`src/macd_pkg.sv`:
```
// ----------------------------------------------------------------------------
// Moving average crossover detector: shared definitions
// Default sizes, register indices, the rebuild sequencer's state type and the
// control group that the sequencer hands to the window sum registers.
// ----------------------------------------------------------------------------
`default_nettype none

package macd_pkg;

   localparam int MAX_WINDOW_DEF = 256;
   localparam int PRICE_BITS_DEF = 20;
   localparam int NUM_WINDOWS    = 4;
   localparam int LEN_REG_BITS   = 9;
   localparam int CSR_IDX_BITS   = 2;

   localparam logic [CSR_IDX_BITS-1:0] REG_BUY_FAST  = 2'd0;
   localparam logic [CSR_IDX_BITS-1:0] REG_BUY_SLOW  = 2'd1;
   localparam logic [CSR_IDX_BITS-1:0] REG_SELL_FAST = 2'd2;
   localparam logic [CSR_IDX_BITS-1:0] REG_SELL_SLOW = 2'd3;

   // Window slots, in register order.
   localparam int WIN_BUY_FAST  = 0;
   localparam int WIN_BUY_SLOW  = 1;
   localparam int WIN_SELL_FAST = 2;
   localparam int WIN_SELL_SLOW = 3;

   typedef enum logic [0:0] {
      RB_IDLE = 1'b0,
      RB_READ = 1'b1
   } rb_state_type;

   typedef struct packed {
      logic                   busy;
      logic                   rd_en;
      logic                   clear;
      logic [NUM_WINDOWS-1:0] acc_mask;
   } rb_ctl_type;

endpackage

`default_nettype wire

```
`src/macd_window.sv`:
```
// ----------------------------------------------------------------------------
// Window sum registers
// Four running sums: each item adds the new sample and takes away the one
// that leaves its window; a rebuild clears them and adds the ring back in.
// ----------------------------------------------------------------------------
`default_nettype none

module macd_window #(
   parameter int MAX_WINDOW = macd_pkg::MAX_WINDOW_DEF,
   parameter int PRICE_BITS = macd_pkg::PRICE_BITS_DEF
) (
   input  wire logic                                          clock,
   input  wire logic                                          reset,
   input  wire macd_pkg::rb_ctl_type                          ctl,
   input  wire logic                                          upd,
   input  wire logic [PRICE_BITS-1:0]                         price,
   input  wire logic [macd_pkg::NUM_WINDOWS-1:0][PRICE_BITS-1:0] leave,
   input  wire logic [macd_pkg::NUM_WINDOWS-1:0]              leave_ok,
   output logic [macd_pkg::NUM_WINDOWS-1:0][PRICE_BITS+$clog2(MAX_WINDOW)-1:0] sums
);

   localparam int SW = PRICE_BITS + $clog2(MAX_WINDOW);

   logic [macd_pkg::NUM_WINDOWS-1:0][SW-1:0] sums_ff, sums_in;

   // Intermediate sums may wrap; the result of add and subtract always fits.
   always_comb begin
      for (int i = 0; i < macd_pkg::NUM_WINDOWS; i++) begin
         sums_in[i] = sums_ff[i];
         if (ctl.clear) begin
            sums_in[i] = '0;
         end else if (ctl.acc_mask[i]) begin
            sums_in[i] = sums_ff[i] + SW'(leave[0]);
         end else if (upd) begin
            sums_in[i] = sums_ff[i] + SW'(price)
                         - (leave_ok[i] ? SW'(leave[i]) : SW'(0));
         end
      end
   end

   always_ff @(posedge clock) begin
      if (reset) begin
         sums_ff <= '0;
      end else begin
         sums_ff <= sums_in;
      end
   end

   assign sums = sums_ff;

endmodule

`default_nettype wire

```
`config.mk`:
```
export PLATFORM = sky130hd
export DESIGN_NAME = macd_window
export DESIGN_NICKNAME = d
export VERILOG_FILES = /design/src/macd_pkg.sv /design/src/macd_window.sv
export SDC_FILE = /design/constraint.sdc
export NUM_CORES = 1
export LEC_CHECK = 0
export BUFFER_PORTS_ARGS = -buffer_cell sky130_fd_sc_hd__buf_2
export CAP_MARGIN = 20
export CORE_MARGIN = 8
export CORE_UTILIZATION = 44
export DETAILED_ROUTE_END_ITERATION = 8
export GPL_TIMING_DRIVEN = 0
export PLACE_DENSITY = 0.72
export SLEW_MARGIN = 20
export SYNTH_ARGS = -nofsm -noshare
export SYNTH_HDL_FRONTEND = slang
export SYNTH_SLANG_ARGS = --single-unit
```
`constraint.sdc`:
```
create_clock -name clock -period 10.5 [get_ports clock]
set_input_delay 0 -clock clock [delete_from_list [all_inputs] [get_ports clock]]
set_output_delay 0 -clock clock [all_outputs]
set_load 0.02 [all_outputs]
```
==> impl_results.md, run 1 <==
- DP Worst Slack: 6268 ps
- RSZ-0062 raised after global routing: false
- # rows: 72
- Ranking of synthesized cells by area: ha_1 (16%), dfxtp_1 (13%), fa_1 (9.8%)
- Crit path DAT: 4600 ps
- GRT Total Usage: 27.57%
- Worst path slowest cell: fa_1
- Number of CTS-inserted buffers: 9
- Worst hold slack: 58.13 ps
- Crit Path Class: reg -> reg
- Area Overhead vs Synth: 12.13%
- # port buffers: 216
- Top cell type by total area after synthesis: ha_1
- Detail Placement HPWL: 51,270 µm
- DP Cell Count: 3,013
- Minimum clock period: 4302 ps
- Netlist cell types: 86
- Yosys reg bits: 112
- DR DRC count: 0
- First-pass GRT wire length: 97,340 µm
- Min-Delay Path Class: in -> reg
- CP Cell Sequence: inv_1 -> fa_1 -> inv_1 -> fa_1 -> a21oi_1 -> nor3b_1 -> o31ai_2 -> a31oi_2 -> a31o_2 -> and3_1 -> or3_1 -> a221oi_1 -> a311oi_1 -> a211oi_1
- Die H: 213.8 µm
- Die W: 213.8 µm
- Syn Inst Count: 2,278
- H-tree depth: 3
- Final Non-Filler Cells: 3,032
- Fin. Hold Viols: 0
- Cell family with most CP delay: compound AO/OA/AOI/OAI gates
- Clock transition at path regs: 80 ps
- Top-count cell post-synth: inv_1
- Antenna-violating nets left: 0
- Commonest cells in the netlist: inv_1 (336), ha_1 (216), a21oi_1 (202)
- Share of the synthesized area in the top cell type: 15.70%
- Maximum vdd drop: 0.0001002 V
- Vias in the first global route: 17,190
- WL/cell: 21.19 µm
- Yosys warns: 0
- Pleak: 9.307 nW
- Total number of vias: 17,750
- Pwr dens: 126.7 mW/mm²
- Post-synth EDFFs: 0
- DR pass1 iterations: 7
- Fmax: 232.4 MHz
- Max incr delay on CP: 520 ps
- Worst clock skew: 11.75 ps
- # Max-Cap Violations: 0
- CTS Sinks: 112
- Full die area: 0.04570 mm²
- Starting Density: 44.53%
- Worst-Skew Late Latency: 380 ps
- Final period utilization: 40.97%
- Final Setup Violations: 0
- Initial antenna violation count: 0
- Root Buffer Master: clkbuf_16
- Worst slew pin tran: 1173 ps
- CTS max path bufs: 2
- Asr flop ratio synth: 0%
- Ys flop type: dfxtp_1
- Routability Congestion: 0.9758
- Share of cells above drive strength 1: 10.90%
- Syn nets: 2,692
- Largest net degree at the start of global routing: 18
- CP Buf/Inv Count: 2
- Final core utilization: 49.94%
- Global route overflow: 0
- Slew HR: 21.83%
- CTS tree: yes
- CP max FO: 5
- Nets: 2,923
- Routed vias/inst: 5.853
- DR iter-0 viols: 1,429
- Status: completed
- # diodes: 0
- Critical Path Source Type: register
- Final worst setup slack: 6198 ps
- Max reg flops: 112
- Core outline area: 0.03865 mm²
- I/O pin count: 226
- Avg Synthesized Cell Area: 7.555 µm²
- Count of pins over their slew limit: 0
- Sum of negative setup slack: 0 ps
- Sequential share of the synthesized area: 13.03%
- Routed wire length: 64,230 µm
- CP endpoint kind: register
- Req. time, crit path: 10,790 ps
- Synthesized cell area: 0.01721 mm²
-- cells in the final DEF, fill, tap and decap left out, types with 10 or more instances in the layout --
master    instances
a211oi_1        134
ha_1            216
nor2b_1          13
buf_2           217
o31ai_1          11
nand2_1         120
and3_1           13
a31oi_1          25
dfxtp_1         112
a21o_1           71
inv_1           336
o21a_1           17
or3_1            16
nor2_1          187
or2_2            10
nand4_1          20
a21oi_1         202
fa_1             84
xor2_1           55
nor3_1           14
and2_1           86
o21ai_0         105
mux2i_1          17
nand2b_1         25
clkbuf_1         65
o21bai_1         24
nand3_1          45
xnor2_1         102
-- tightest hold or removal path, stage by stage --
cell	delay, ps
buf_2	120
nor2_1	130
a21oi_1	140
-- stage by stage --
step | instance area (µm²) | power (W)
floorplan | 17210 | 0.001651
global placement | 18940 | 0.001992
detailed placement | 18950 | 0.002023
CTS | 19300 | 0.002420
global route | 19300 | 0.002623
finish | 19300 | 0.002446
-- logic make-up (layout without fill, tap and decap cells) --
logic type                 after synthesis  count (layout)  share of synthesized area [%]
muxes                                   18              18                          1.054
AOI/OAI and AO/OA                      704             704                          27.19
DFF                                    112             112                          13.03
buffers and inverters                  412             648                          8.993
xor gates and xnor gates               157             157                          7.990
adders and majority gates              300             300                          25.47
and+or+nand+nor                        575             575                          16.27
-- power by group --
part | switching (W) | internal (W)
Clock | 0.000187 | 0.000206
Sequential | 0.0000480 | 0.000457
Combinational | 0.000919 | 0.000628
Total | 0.00115 | 0.00129
-- layout make-up --
type | count | area, µm²
Fill cell | 3823 | 19350
Timing Repair Buffer | 220 | 1122
Inverter | 337 | 1265
Multi-Input combinational cell | 1754 | 13420
Sequential cell | 112 | 2242
Clock buffer | 12 | 266.5
Clock inverter | 4 | 51.30
Tap cell | 518 | 648.1
Buffer | 75 | 282.8
-- worst paths after layout --
path / end / cells after the start / from / slack, ps
setup / recovery: sums[52] / 14 / sums[29] / 6200
hold reg to reg: sums[83] / 2 / sums[83] / 490
setup reg to reg: sums[52] / 14 / sums[29] / 6200
hold / removal: sums[53] / 3 / ctl[1] / 60
-- timing repair --
action                    CTS  global route
hold endpoints to repair    3             0
hold buffers                3             0
gates resized for setup     0             0
buffers inserted            0             0
-- routing by layer --
layer	wire length [µm]	share of wire, %	global-route usage [%]
met5	0	0	0
met4	4142	6.4	16.47
met3	5247	8.2	4.677
met2	28260	44	43.74
met1	26590	41	34.84
No activity file was read; power rests on OpenSTA's default activity.
==> run 2, diff against run 1 <==
--- a/config.mk
+++ b/config.mk
@@ -11,7 +11,7 @@
 export CORE_UTILIZATION = 44
 export DETAILED_ROUTE_END_ITERATION = 8
 export GPL_TIMING_DRIVEN = 0
-export PLACE_DENSITY = 0.72
+export PLACE_DENSITY = 0.74
 export SLEW_MARGIN = 20
 export SYNTH_ARGS = -nofsm -noshare
 export SYNTH_HDL_FRONTEND = slang
==> constraint.sdc (replaced) <==
create_clock -name clock -period 3.71 [get_ports clock]
set_input_delay 0 -clock clock [delete_from_list [all_inputs] [get_ports clock]]
set_output_delay 0 -clock clock [all_outputs]
set_load 0.02 [all_outputs]
==> impl_results.md, run 2 (synthesized netlist as in run 1, its figures left out) <==
- Status: complete, but fails checks
- Failing checks: setup timing
- Final Non-Filler Cells: 3,064
- Pwr dens: 364.7 mW/mm²
- Root Buffer Master: clkbuf_16
- Antenna-violating nets left: 0
- DP Cell Count: 3,012
- Minimum clock period: 3746 ps
- DR pass1 iterations: 7
- Req. time, crit path: 4000 ps
- DR top layer: met5
- Largest net degree at the start of global routing: 18
- H-tree depth: 3
- Die H: 213.8 µm
- CTS tree: yes
- Clock transition at path regs: 90 ps
- Core outline area: 0.03865 mm²
- Pleak: 9.500 nW
- Final Setup Violations: 1
- Filler instances: 3,772
- # rows: 72
- Starting Density: 44.53%
- Total number of vias: 18,280
- # Max-Cap Violations: 0
- Nets: 2,954
- Final core utilization: 51.50%
- Global route overflow: 0
- Max reg flops: 112
- CTS max path bufs: 2
- Fmax: 267.0 MHz
- GRT Total Usage: 27.87%
- WL/cell: 21.52 µm
- Worst clock skew: 18.42 ps
- Fin. Hold Viols: 0
- Worst path slowest cell: fa_1
- I/O pin count: 226
- Area Overhead vs Synth: 15.65%
- Count of pins over their slew limit: 0
- Sum of negative setup slack: -35.76 ps
- Initial antenna violation count: 1
- CP Cell Sequence: inv_4 -> fa_1 -> inv_2 -> fa_2 -> a21oi_4 -> nor3b_2 -> o31ai_2 -> buf_4 -> a31oi_4 -> a31o_4 -> and3_4 -> or3_4 -> a221oi_4 -> a311oi_2 -> a211oi_1
- Share of cells above drive strength 1: 14.77%
- Full die area: 0.04570 mm²
- Routed vias/inst: 5.966
- DR DRC count: 0
- Vias in the first global route: 17,700
- Worst-Skew Late Latency: 380 ps
- Final period utilization: 101.0%
- Critical Path Source Type: register
- First-pass GRT wire length: 98,600 µm
- Die W: 213.8 µm
- CP endpoint kind: register
- Most frequent cells in the layout: inv_1 (329), buf_2 (217), ha_1 (209)
- Worst slew pin tran: 1220 ps
- Maximum vdd drop: 0.0002076 V
- CP Buf/Inv Count: 3
- M1 WL: 26,640 µm
- Max incr delay on CP: 480 ps
- Crit Path Class: reg -> reg
- Detail Placement HPWL: 51,630 µm
- Min-Delay Path Class: in -> reg
- DP Worst Slack: -477.6 ps
- Routability Congestion: 0.9966
- CP max FO: 5
- DR iter-0 viols: 1,738
- Slew HR: 18.70%
- Cell family with most CP delay: compound AO/OA/AOI/OAI gates
- # port buffers: 216
- Routed wire length: 65,940 µm
- CTS Sinks: 112
- Most common cell after layout, fill and taps aside: inv_1
- Wire length on met2: 28,910 µm
- Crit path DAT: 4040 ps
- Total power: 0.007258 W
- Met3 WL: 5360 µm
- Number of CTS-inserted buffers: 9
- RSZ-0062 raised after global routing: true
- Final worst setup slack: -35.76 ps
-- run 2: power by group --
part	switching, W	total (W)	internal (W)
registers	0.000133	0.00143	0.00130
clock network	0.000523	0.00111	0.000582
logic	0.00276	0.00472	0.00196
-- run 2: final timing paths --
path / from / endpoint / slack, ps / cells after the start
min: ctl[1] / sums[53] / 60 / 3
max: sums[29] / sums[52] / -40 / 15
max reg2reg: sums[29] / sums[52] / -40 / 15
min reg2reg: sums[83] / sums[83] / 480 / 2
-- run 2: final cells by class --
| class | count | area (µm²) | share of cell area, % |
|---|---|---|---|
| antenna | 1 | 2.502 | 0.01257 |
| timing repair buffer | 252 | 1363 | 6.846 |
| buffer | 74 | 280.3 | 1.408 |
| clock buffer | 12 | 266.5 | 1.339 |
| tap | 518 | 648.1 | 3.256 |
| sequential | 112 | 2276 | 11.43 |
| inverter | 337 | 1270 | 6.380 |
| clock inverter | 4 | 51.30 | 0.2577 |
| multi-input combinational | 1754 | 13750 | 69.07 |
-- run 2: repair_timing --
action                                  4_1_cts  5_1_grt
pin swaps                                    25       34
buffers inserted                             18       15
resized for setup                            30       70
endpoints found under the hold margin         3        0
cloned                                        0        0
endpoints found under the setup margin       19       30
hold buffers                                  3        0
-- run 2: tightest hold or removal path: stages --
cell     delay (ps)
buf_2           120
nor2_1          120
a21oi_1         150
-- run 2: routing by layer --
| layer | track usage [%] | vias up |
|---|---|---|
| li1 | - | 8462 |
| met1 | 34.65 | 8706 |
| met2 | 44.32 | 873 |
| met3 | 4.809 | 238 |
| met4 | 17.80 | 2 |
| met5 | 0 | - |
-- run 2: per-stage QoR --
step	hold slack, ps	area [µm²]
after global routing	91.07	19900
final	60.32	19900
after global placement	291.3	18940
after CTS	35.03	19550
after floorplan	176.0	17210
after detailed placement	305.4	18940
==> run 3, diff against run 2 <==
--- a/config.mk
+++ b/config.mk
@@ -8,10 +8,10 @@
 export BUFFER_PORTS_ARGS = -buffer_cell sky130_fd_sc_hd__buf_2
 export CAP_MARGIN = 20
 export CORE_MARGIN = 8
-export CORE_UTILIZATION = 44
+export CORE_UTILIZATION = 55
 export DETAILED_ROUTE_END_ITERATION = 8
 export GPL_TIMING_DRIVEN = 0
-export PLACE_DENSITY = 0.74
+export PLACE_DENSITY = 0.88
 export SLEW_MARGIN = 20
 export SYNTH_ARGS = -nofsm -noshare
 export SYNTH_HDL_FRONTEND = slang
==> impl_results.md, run 3 (synthesized netlist as in run 1, its figures left out) <==
- RSZ-0062 raised after global routing: true
- CP max FO: 4
- Core outline area: 0.03067 mm²
- Initial antenna violation count: 1
- Clock transition at path regs: 80 ps
- Die W: 192.9 µm
- Pwr dens: 371.6 mW/mm²
- Worst clock skew: 8.020 ps
- Max incr delay on CP: 500 ps
- Cell Area, Placed: 0.01879 mm²
- Starting Density: 56.12%
- Cell family with most CP delay: compound AO/OA/AOI/OAI gates
- Area Overhead vs Synth: 14.75%
- Most frequent cells in the layout: inv_1 (331), buf_2 (217), ha_1 (208)
- Worst path slowest cell: fa_1
- Fmax: 262.8 MHz
- Minimum clock period: 3805 ps
- CTS tree: yes
- Most common cell after layout, fill and taps aside: inv_1
- Pleak: 9.471 nW
- DP Worst Slack: -531.2 ps
- WL/cell: 21.96 µm
- GRT Total Usage: 33.15%
- Die H: 192.9 µm
- Clk pwr share: 15.5%
- Routed wire length: 64,450 µm
- DP Cell Count: 2,890
- Count of pins over their slew limit: 0
- Root Buffer Master: clkbuf_16
- CTS max path bufs: 2
- Final Setup Violations: 1
- Multi-input gate area in the final layout: 0.01379 mm²
- Final Non-Filler Cells: 2,935
- Register area: 0.002278 mm²
- Share of cells above drive strength 1: 14.61%
- Fin. Hold Viols: 0
- Slew HR: 28.84%
- DR iter-0 viols: 1,928
- Detail Placement HPWL: 49,580 µm
- Sw Pwr: 0.003485 W
- CTS Sinks: 112
- # port buffers: 216
- H-tree depth: 3
- Full die area: 0.03721 mm²
- Worst slew pin tran: 1067 ps
- Failing checks: setup timing
- Routed vias/inst: 6.278
- CP endpoint kind: register
- Worst hold slack: 66.23 ps
- Antenna-violating nets left: 0
- Vias in the first global route: 18,180
- CP Cell Sequence: inv_4 -> fa_1 -> inv_2 -> fa_2 -> a21oi_4 -> nor3b_2 -> o31ai_2 -> buf_4 -> a31oi_4 -> a31o_4 -> and3_4 -> or3_4 -> a221oi_4 -> a311oi_1 -> a211oi_1
- Worst-Skew Late Latency: 370 ps
- # diodes: 0
- CP Buf/Inv Count: 3
- Final Instance Area: 0.01975 mm²
- Status: complete, but fails checks
- Total number of vias: 18,430
- Final period utilization: 102.6%
- I/O pin count: 226
- Routability Congestion: 1.020
- Largest net degree at the start of global routing: 19
- Seq pwr share: 19.5%
- Number of CTS-inserted buffers: 9
- Max reg flops: 112
- # Max-Cap Violations: 0
- Gate power share: 65.0%
- Sw Ratio: 47.49%
- Global route overflow: 0
- Crit path DAT: 4090 ps
- Req. time, crit path: 3990 ps
- Maximum vdd drop: 0.0002733 V
- # rows: 64
- First-pass GRT wire length: 96,770 µm
- Min-Delay Path Class: in -> reg
- Crit Path Class: reg -> reg
- R2R Setup Slk: -100 ps
- Nets: 2,948
- DR pass1 iterations: 9
- Final worst setup slack: -95.10 ps
- DR DRC count: 0
- Int Power: 0.003854 W
- Filler instances: 2,610
- Critical Path Source Type: register
run 3: cell count changes in the layout (fill, tap and decap cells not counted), moves of 3 or more:
| cell | delta |
|---|---|
| o21ai_0 | -3 |
| o21ai_1 | +3 |
| clkbuf_8 | -3 |
| buf_4 | -5 |
run 3: power groups by stage:
stage	clock network (W)	logic [W]	registers [W]
global placement	0	0.00416	0.00145
CTS	0.00112	0.00443	0.00142
detailed placement	0	0.00429	0.00145
floorplan	0	0.00316	0.00151
global route	0.00117	0.00517	0.00144
finish	0.00114	0.00477	0.00143
run 3: cell type report:
type / count / area share [%]
clock buffer: 10 / 1.159
sequential: 112 / 11.54
tap: 396 / 2.509
timing repair buffer: 246 / 6.652
multi-input combinational: 1754 / 69.82
buffer: 74 / 1.413
inverter: 337 / 6.431
clock inverter: 6 / 0.4752
run 3: per-layer routing:
layer	track usage (%)	wire length (µm)	up-vias
met5	0	0	-
met3	8.836	7513	294
met4	22.65	5300	0
met2	52.71	28140	1081
li1	-	-	8461
met1	38.64	23500	8589
run 3: timing repair:
| action | in CTS | in global routing |
|---|---|---|
| setup buffers | 10 | 17 |
| gates cloned | 0 | 0 |
| setup endpoints to repair | 14 | 36 |
| gates resized for setup | 31 | 73 |
| pin swaps | 18 | 36 |
| hold buffers | 3 | 0 |
| endpoints found under the hold margin | 3 | 0 |
run 3: final timing paths:
path / start / end / cells after the start
setup / recovery: sums[29] / sums[52] / 15
hold / removal: ctl[1] / sums[53] / 3
setup reg to reg: sums[29] / sums[52] / 15
hold reg to reg: sums[83] / sums[83] / 2
run 3: worst reg2reg max path: cells and delay by family (launching register included):
family / cells / cell delay (ps)
AO/OA/AOI/OAI: 7 / 1530
adder cells (fa/ha/maj): 2 / 900
AND/OR/NAND/NOR: 3 / 630
flip-flops: 1 / 380
buffers and inverters: 3 / 280
run 3: through the flow:
step	TNS, ps	utilization [%]	total power [W]
floorplan	0	-	0.004672
global placement	-1681	61.26	0.005605
global route	-221.0	64.39	0.007776
CTS	-42.65	63.08	0.006970
finish	-95.10	64.39	0.007339
detailed placement	-2576	61.26	0.005741
